### src/rtl/cscp_pkg.sv
`timescale 1ns / 1ps
package cscp_pkg;
    localparam int FRAC_BITS_DEF = 16;
    localparam int CW = 19;            // coordinate width
    localparam int KW = 17;            // knot field width
    localparam int TW = 16;            // tension width
    localparam logic [TW-1:0] TENSION_RST = 16'd13107;
    localparam int DW = 40;            // divider operand width

    typedef logic signed [CW-1:0] t_coord;

    function automatic t_coord sat19(input logic signed [DW-1:0] v);
        logic signed [DW-1:0] hi;
        logic signed [DW-1:0] lo;
        hi = DW'(262143);
        lo = -DW'(262144);
        if (v > hi) return t_coord'(hi);
        if (v < lo) return t_coord'(lo);
        return t_coord'(v);
    endfunction
endpackage

### src/rtl/cscp_div.sv
`timescale 1ns / 1ps
// signed restoring divider, quotient truncated toward zero, zero on zero divisor
module cscp_div
    import cscp_pkg::*;
(
    input  logic                 i_clk,
    input  logic                 i_rst_n,
    input  logic                 i_start,
    input  logic signed [DW-1:0] i_num,
    input  logic signed [DW-1:0] i_den,
    output logic                 o_done,
    output logic signed [DW-1:0] o_quo
);
    localparam int CNTW = $clog2(DW + 1);
    logic [DW-1:0]   r_q, n_q;
    logic [DW-1:0]   r_rem, n_rem;
    logic [DW-1:0]   r_den;
    logic            r_neg, r_busy, r_zero;
    logic [CNTW-1:0] r_cnt;
    logic [DW:0]     trial;
    logic [DW-1:0]   an, ad;

    assign an = i_num[DW-1] ? DW'(-i_num) : DW'(i_num);
    assign ad = i_den[DW-1] ? DW'(-i_den) : DW'(i_den);

    always_comb begin
        trial = {r_rem, r_q[DW-1]} - {1'b0, r_den};
        if (!trial[DW]) begin
            n_rem = trial[DW-1:0];
            n_q   = {r_q[DW-2:0], 1'b1};
        end else begin
            n_rem = {r_rem[DW-2:0], r_q[DW-1]};
            n_q   = {r_q[DW-2:0], 1'b0};
        end
    end

    always_ff @(posedge i_clk) begin
        if (!i_rst_n) begin
            r_busy <= 1'b0;
            o_done <= 1'b0;
            r_cnt  <= '0;
        end else begin
            o_done <= r_busy && !i_start && (r_cnt == CNTW'(1));
            if (i_start) begin
                r_busy <= 1'b1;
                r_q    <= an;
                r_rem  <= '0;
                r_den  <= ad;
                r_zero <= (i_den == '0);
                r_neg  <= i_num[DW-1] ^ i_den[DW-1];
                r_cnt  <= CNTW'(DW);
            end else if (r_busy) begin
                r_q   <= n_q;
                r_rem <= n_rem;
                r_cnt <= r_cnt - 1'b1;
                if (r_cnt == CNTW'(1)) r_busy <= 1'b0;
            end
        end
    end

    assign o_quo = r_zero ? '0 : (r_neg ? -$signed(r_q) : $signed(r_q));
endmodule

### src/rtl/curve_segment_control_points.sv
`timescale 1ns / 1ps
// a knot that completes a window runs S_TAN, then S_FIXB and S_FIXC divide to clip the
// control points and, where they cross, S_MIDC and S_MIDB move both to their midpoint (up
// to four divisions per segment) before S_OUT loads the output register; a last knot runs
// a second segment the same way once the first is in the output register; the input takes
// one knot at a time, and a full output register holds the sequencer and the input
// reset (synchronous, active low): window and knot count cleared, tension 0.2
module curve_segment_control_points
    import cscp_pkg::*;
(
    input  logic         i_clk,
    input  logic         i_rst_n,
    input  logic         i_cfg_we,
    input  logic [15:0]  i_cfg_wdata,
    input  logic         s_axis_tvalid,
    output logic         s_axis_tready,
    input  logic [39:0]  s_axis_tdata,   // knot_x, knot_y
    input  logic         s_axis_tlast,   // last_knot
    output logic         m_axis_tvalid,
    input  logic         m_axis_tready,
    output logic [151:0] m_axis_tdata,   // start_x/y, ctrl1_x/y, ctrl2_x/y, end_x/y
    output logic         m_axis_tlast    // last_segment
);
    localparam logic signed [DW-1:0] ONE = DW'(1) <<< FRAC_BITS_DEF;

    typedef enum logic [6:0] {
        S_IDLE = 7'b0000001, S_TAN  = 7'b0000010, S_FIXB = 7'b0000100,
        S_FIXC = 7'b0001000, S_MIDC = 7'b0010000, S_MIDB = 7'b0100000,
        S_OUT  = 7'b1000000
    } t_state;

    t_state r_st;
    logic [TW-1:0] r_tension;
    t_coord r_wx [3];
    t_coord r_wy [3];
    logic [1:0] r_seen;
    t_coord r_ax, r_ay, r_bx, r_by, r_cx, r_cy, r_dx, r_dy;
    t_coord r_kx, r_ky;
    logic r_last, r_second;
    t_coord r_b2x, r_b2y, r_c2x, r_c2y, r_mid;
    logic [1:0] r_tstep;
    logic r_wait;

    logic signed [DW-1:0] d_num, d_den;
    logic r_dstart, n_dstart, d_done;
    logic signed [DW-1:0] d_quo;

    cscp_div u_div (
        .i_clk(i_clk), .i_rst_n(i_rst_n), .i_start(r_dstart),
        .i_num(d_num), .i_den(d_den), .o_done(d_done), .o_quo(d_quo)
    );

    // shared tangent multiplier
    logic signed [DW-1:0] t_diff, t_prod, t_val;
    always_comb begin
        case (r_tstep)
            2'd0:    t_diff = DW'(r_cx) - DW'(r_ax);
            2'd1:    t_diff = DW'(r_cy) - DW'(r_ay);
            2'd2:    t_diff = DW'(r_bx) - DW'(r_dx);
            default: t_diff = DW'(r_by) - DW'(r_dy);
        endcase
        t_prod = t_diff * $signed({1'b0, r_tension}) + DW'(32768);
        t_val  = t_prod >>> 16;
    end

    function automatic t_coord clampu(input logic signed [DW-1:0] v);
        if (v < 0) return '0;
        if (v > ONE) return t_coord'(ONE);
        return t_coord'(v);
    endfunction

    // division setup per state, one shared product for the numerator
    logic signed [DW-1:0] mid_sum;
    logic signed [20:0] m_a, m_b;
    logic signed [41:0] m_p;
    assign mid_sum = (DW'(r_b2x) + DW'(r_c2x)) >>> 1;
    always_comb begin
        case (r_st)
            S_FIXB: begin
                m_a   = 21'(r_cx) - 21'(r_bx);
                m_b   = 21'(r_b2y) - 21'(r_cy);
                d_den = DW'(r_b2x) - DW'(r_bx);
            end
            S_FIXC: begin
                m_a   = 21'(r_cx) - 21'(r_bx);
                m_b   = 21'(r_c2y) - 21'(r_by);
                d_den = DW'(r_cx) - DW'(r_c2x);
            end
            S_MIDC: begin
                m_a   = 21'(r_mid) - 21'(r_cx);
                m_b   = 21'(r_cy) - 21'(r_c2y);
                d_den = DW'(r_cx) - DW'(r_c2x);
            end
            default: begin
                m_a   = 21'(r_mid) - 21'(r_bx);
                m_b   = 21'(r_by) - 21'(r_b2y);
                d_den = DW'(r_bx) - DW'(r_b2x);
            end
        endcase
        m_p   = m_a * m_b;
        d_num = DW'(m_p);
    end

    always_comb begin
        case (r_st)
            S_FIXB:         n_dstart = !r_wait && (r_b2x > r_cx);
            S_FIXC:         n_dstart = !r_wait && (r_c2x < r_bx);
            S_MIDC, S_MIDB: n_dstart = !r_wait;
            default:        n_dstart = 1'b0;
        endcase
    end

    logic m_busy;
    assign m_busy = m_axis_tvalid && !m_axis_tready;
    assign s_axis_tready = (r_st == S_IDLE);

    always_ff @(posedge i_clk) begin
        if (!i_rst_n) begin
            r_st <= S_IDLE;
            r_tension <= TENSION_RST;
            r_seen <= '0;
            for (int i = 0; i < 3; i++) begin
                r_wx[i] <= '0;
                r_wy[i] <= '0;
            end
            m_axis_tvalid <= 1'b0;
            r_dstart <= 1'b0;
            r_wait <= 1'b0;
            r_tstep <= '0;
        end else begin
            r_dstart <= n_dstart;
            if (i_cfg_we) r_tension <= i_cfg_wdata;
            // a transfer in S_OUT is followed by the next segment instead
            if (m_axis_tvalid && m_axis_tready && r_st != S_OUT) m_axis_tvalid <= 1'b0;
            case (r_st)
                S_IDLE: begin
                    if (s_axis_tvalid && s_axis_tready) begin
                        r_kx <= t_coord'(s_axis_tdata[16:0]);
                        r_ky <= t_coord'(s_axis_tdata[33:17]);
                        r_last <= s_axis_tlast;
                        r_second <= 1'b0;
                        r_ax <= (r_seen == 2'd2) ? t_coord'(2 * r_wx[1] - r_wx[2]) : r_wx[0];
                        r_ay <= (r_seen == 2'd2) ? t_coord'(2 * r_wy[1] - r_wy[2]) : r_wy[0];
                        r_bx <= r_wx[1]; r_by <= r_wy[1];
                        r_cx <= r_wx[2]; r_cy <= r_wy[2];
                        r_dx <= t_coord'(s_axis_tdata[16:0]);
                        r_dy <= t_coord'(s_axis_tdata[33:17]);
                        r_wx[0] <= r_wx[1]; r_wy[0] <= r_wy[1];
                        r_wx[1] <= r_wx[2]; r_wy[1] <= r_wy[2];
                        r_wx[2] <= t_coord'(s_axis_tdata[16:0]);
                        r_wy[2] <= t_coord'(s_axis_tdata[33:17]);
                        if (s_axis_tlast) r_seen <= '0;
                        else if (r_seen != 2'd3) r_seen <= r_seen + 1'b1;
                        r_tstep <= '0;
                        if (r_seen >= 2'd2) r_st <= S_TAN;
                    end
                end
                S_TAN: begin
                    r_tstep <= r_tstep + 1'b1;
                    case (r_tstep)
                        2'd0: r_b2x <= sat19(DW'(r_bx) + t_val);
                        2'd1: r_b2y <= clampu(DW'(r_by) + t_val);
                        2'd2: r_c2x <= sat19(DW'(r_cx) + t_val);
                        default: begin
                            r_c2y <= clampu(DW'(r_cy) + t_val);
                            r_st <= S_FIXB;
                            r_wait <= 1'b0;
                        end
                    endcase
                end
                S_FIXB: begin
                    if (!r_wait) begin
                        if (r_b2x > r_cx) r_wait <= 1'b1;
                        else r_st <= S_FIXC;
                    end else if (d_done) begin
                        r_b2y <= sat19(DW'(r_cy) + d_quo);
                        r_b2x <= r_cx;
                        r_wait <= 1'b0;
                        r_st <= S_FIXC;
                    end
                end
                S_FIXC: begin
                    if (!r_wait) begin
                        if (r_c2x < r_bx) begin
                            r_wait <= 1'b1;
                        end else begin
                            r_mid <= t_coord'(mid_sum);
                            r_st <= (r_c2x < r_b2x) ? S_MIDC : S_OUT;
                        end
                    end else if (d_done) begin
                        r_c2y <= sat19(DW'(r_by) + d_quo);
                        r_c2x <= r_bx;
                        r_wait <= 1'b0;
                    end
                end
                S_MIDC: begin
                    if (!r_wait) begin
                        r_wait <= 1'b1;
                    end else if (d_done) begin
                        r_c2y <= sat19(DW'(r_cy) + d_quo);
                        r_wait <= 1'b0;
                        r_st <= S_MIDB;
                    end
                end
                S_MIDB: begin
                    if (!r_wait) begin
                        r_wait <= 1'b1;
                    end else if (d_done) begin
                        r_b2y <= sat19(DW'(r_by) + d_quo);
                        r_b2x <= r_mid;
                        r_c2x <= r_mid;
                        r_wait <= 1'b0;
                        r_st <= S_OUT;
                    end
                end
                S_OUT: begin
                    if (!m_busy) begin
                        m_axis_tvalid <= 1'b1;
                        m_axis_tdata <= {r_cy, r_cx, r_c2y, r_c2x,
                                         r_b2y, r_b2x, r_by, r_bx};
                        m_axis_tlast <= r_second;
                        if (r_last && !r_second) begin
                            // final segment with mirrored phantom end knot
                            r_second <= 1'b1;
                            r_ax <= r_bx; r_ay <= r_by;
                            r_bx <= r_cx; r_by <= r_cy;
                            r_cx <= r_kx; r_cy <= r_ky;
                            r_dx <= t_coord'(2 * r_kx - r_cx);
                            r_dy <= t_coord'(2 * r_ky - r_cy);
                            r_tstep <= '0;
                            r_st <= S_TAN;
                        end else r_st <= S_IDLE;
                    end
                end
                default: r_st <= S_IDLE;
            endcase
        end
    end
endmodule

### config.mk
export PLATFORM = sky130hd
export DESIGN_NAME = curve_segment_control_points
export DESIGN_NICKNAME = d
export VERILOG_FILES = /design/src/rtl/cscp_pkg.sv /design/src/rtl/cscp_div.sv /design/src/rtl/curve_segment_control_points.sv
export SDC_FILE = /design/constraint.sdc
export NUM_CORES = 2
export LEC_CHECK = 0
export BUFFER_PORTS_ARGS = -buffer_cell sky130_fd_sc_hd__buf_2
export CORE_MARGIN = 1
export CORE_UTILIZATION = 57
export CTS_CLUSTER_SIZE = 24
export DETAILED_ROUTE_END_ITERATION = 8
export PLACE_DENSITY = 0.84
export SYNTH_ARGS = -nofsm -noshare
export SYNTH_HDL_FRONTEND = slang
export SYNTH_SLANG_ARGS = --single-unit
### constraint.sdc
create_clock -name i_clk -period 15.38 [get_ports i_clk]
set_input_delay 3.076 -clock i_clk [delete_from_list [all_inputs] [get_ports i_clk]]
set_output_delay 3.076 -clock i_clk [all_outputs]
set_load 0.05 [all_outputs]
==> summary.md <==
| Metric | Value |
|---|---|
| Run status | `finished, final reports clean` |
| Main combinational cell family by area after synthesis | `adder cells` |
| Max FO, Critical Path | `15` |
| Maximum clock rate | `0.0691 GHz` |
| Seq cells post-synth | `682` |
| Most used cell, CP | `o21ai_0` |
| Total CTS buffers | `82` |
| CP Launch Type | `register` |
| Fin. Hold Viols | `0` |
| Multiplexer share of the synthesized area | `1.61%` |
| Critical path type | `reg2reg` |
| Post-Synthesis Cells | `9036` |
| Seq/Total Area, Yosys | `24.4%` |
| WP buf/inv | `4` |
| WL per Instance | `23.7 um` |
| DRT Pass-1 Iters | `8` |
| Ys async rst share | `0%` |
| Worst-case clock buffer depth | `3` |
| Post-synth EDFFs | `644` |
| DIE WIDTH | `382 um` |
| Ys Warns | `0` |
| Total Routing Usage GR | `36.3%` |
| Final wirelength | `264000 um` |
| Top FF cell, synth | `edfxtp_1` |
| DP HPWL | `206000 um` |
| Area leader, netlist | `edfxtp_1` |
| Slew headroom | `13.9%` |
| GP Congestion | `1.01` |
| CTS tree | `yes` |
| CTS Root Buffer Type | `clkbuf_16` |
| R2R Path Start | `r_by[2]$_DFFE_PP_` |
| Fillers | `11700` |
| Synth top area share | `23.5%` |
| CTS sink cnt | `682` |
| Gr ovfl total | `0` |
| Crit end category | `register` |
| Worst Tran Pin Value | `1.29 ns` |
| Die extent in y | `382 um` |
| Multi-input logic area | `56100 um^2` |
| Hold buffer count at CTS | `0` |
| CP delay by family, top | `compound AO/OA/AOI/OAI gates` |
| Cells after DPL | `11000` |
| Post-CTS Setup Bufs | `0` |
| CP peak stage delay | `0.73 ns` |
| Pin count of the biggest net entering global routing | `104` |
| Area grow syn2layout | `7.56%` |
| Num rows | `139` |
| Mapped Area | `82300 um^2` |
| Critical-path top delay cell | `xnor2_1` |
| Initial Utilization | `57.3%` |
| Clk slew on worst S/H paths | `0.06 ns` |
| DRC Markers | `0` |
| Vias in the first global route | `69300` |
| Unrepaired setup endpoints after global routing | `no` |
| Max-slew violations | `0` |
| Synth Area in Simple Gates | `15.7%` |
| Hold_ws | `0.487 ns` |
| Setup WS pre-CTS | `1.49 ns` |
| Core area | `143000 um^2` |
| Reg2reg path depth | `45` |
| Final setup skew | `0.0640 ns` |
| Period minus WS final | `14.47 ns` |
| Synth Area in XOR/XNOR | `5.29%` |
| Top cells by area, synth | `edfxtp_1, fa_1, ha_1, inv_1, nand2_1` |
| Adder-Cell Fraction of Synth Area | `30.2%` |
| Worst Setup EP | `r_c2y[16]$_DFFE_PP_` |
| Via count | `69600` |
| Syn Area/Cell | `9.10 um^2` |
| DIE AREA | `146000 um^2` |
| First DRT Iteration DRCs | `7440` |
| Fin Setup TNS | `0 ns` |
| WP data arrival | `14.92 ns` |
| Port bufs | `202` |
| Unique cell type count in the Yosys netlist | `114` |
| Period utilization | `94.1%` |
| Req. time, crit path | `15.83 ns` |
| Post-CTS sizing | `0` |
| Worst hold path type | `reg2reg` |
| Final #Nets | `10800` |
| Share of layout cells above drive strength 1 | `6.63%` |
| Clock latency on the worst-skew pair | `0.74 ns` |
| Via density per instance | `6.24` |
| Post-DRT Antenna Nets | `0` |
| R2r endpoint | `r_c2y[16]$_DFFE_PP_` |
| Compound-Gate Fraction of Synth Area | `15.1%` |
| Max cap viols | `0` |
| Initial antenna violation count | `17` |
| First-pass GRT wire length | `405000 um` |
| Non-filler cells, final | `11100` |
| Io pins | `217` |
| CP Depth | `45` |
| H-tree levels | `3` |
| Worst setup path start | `r_by[2]$_DFFE_PP_` |
| Setup WS post-layout | `0.913 ns` |
| FF+latch area | `20100 um^2` |
| Setup violators final | `0` |
| Worst reg-to-reg setup slack | `0.91 ns` |
## cells in the final DEF, fill, tap and decap left out, types with 196 or more instances in the layout
cell type     n
edfxtp_1    644
fa_1        781
nor2_1      586
o21ai_0     414
ha_1        737
buf_2       202
nand2_1     908
a21oi_1     463
xor2_1      196
inv_1      1331
xnor2_1     292
and2_1      341
## cells by family (layout without fill, tap and decap cells)
logic type,count (synthesis),count (layout)
other,1,38
DFF,682,682
buffers and inverters,1662,1835
AOI/OAI and AO/OA,1893,1893
and+or+nand+nor,2658,2658
xor gates and xnor gates,493,493
adders and majority gates,1518,1518
muxes,129,129
## through the flow
step / cell area (um^2) / utilization (%)
CTS: 88500 / 61.7
global placement: 85700 / 59.8
finish: 88500 / 61.7
global route: 88500 / 61.7
floorplan: 82400 / -
detailed placement: 85700 / 59.8
## state kept, by name (all words and copies together), names as in the netlist, 40 cells and up
name,flops
m_axis_tdata,144
u_div.r_q,40
r_wy,51
u_div.r_rem,40
u_div.r_den,40
r_wx,51
## worst register-to-register path: cells and delay by family, from the launching register on
kind	cells	cell delay, ns
AO/OA/AOI/OAI	21	6.17
adder cells (fa/ha/maj)	9	4.32
AND/OR/NAND/NOR	8	1.42
XOR/XNOR	2	0.83
flip-flops	1	0.67
buffers and inverters	4	0.50
multiplexers	1	0.27
## cells in the mapped netlist (all sizes together) (51+ instances only)
cell and n:
nor2b 142, ha 737, or3 64, mux2i 101, clkbuf 283, nand3 115
inv 1332, fa 781, xnor2 295, and3 52, a21o 164, o21ai 429
a31oi 51, a211oi 66, o21bai 57, and2 346, o211ai 67, nor3 145
nand2 912, nand2b 89, a22oi 61, a21oi 468, nor2 590, o21a 117
xor2 198, a21boi 65, edfxtp 644, o31ai 51
## metal layers
layer | track usage (%) | vias to the layer above | share of wire [%]
li1 | - | 30800 | -
met1 | 47.3 | 33800 | 38
met2 | 55.9 | 4140 | 44
met3 | 8.10 | 880 | 11
met4 | 20.3 | 4 | 6.5
met5 | 0 | - | 0.0098
## cell type report
cell class	count	share of cell area [%]
Clock buffer	96	2.40
Multi-Input combinational cell	6719	63.4
Inverter	1334	5.66
Clock inverter	53	0.686
Tap cell	1903	2.69
Timing Repair Buffer	352	2.42
Antenna cell	10	0.0283
Sequential cell	682	22.7
## worst min path at each step
stage	start	endpoint	slack, ns	cells after the start
detailed placement	u_div.r_cnt[0]$_SDFFE_PP0P_	u_div.r_cnt[0]$_SDFFE_PP0P_	0.48	2
CTS	u_div.r_cnt[0]$_SDFFE_PP0P_	u_div.r_cnt[0]$_SDFFE_PP0P_	0.48	2
finish	u_div.r_cnt[0]$_SDFFE_PP0P_	u_div.r_cnt[0]$_SDFFE_PP0P_	0.49	2
global placement	u_div.r_cnt[0]$_SDFFE_PP0P_	u_div.r_cnt[0]$_SDFFE_PP0P_	0.46	2
global route	r_c2y[6]$_DFFE_PP_	m_axis_tdata[101]$_DFFE_PP_	0.51	0
floorplan	r_c2y[17]$_DFFE_PP_	m_axis_tdata[112]$_DFFE_PP_	0.42	0
Power is not shown: default switching activity piles up to over one toggle a cycle in this logic, so the estimate is an artifact.
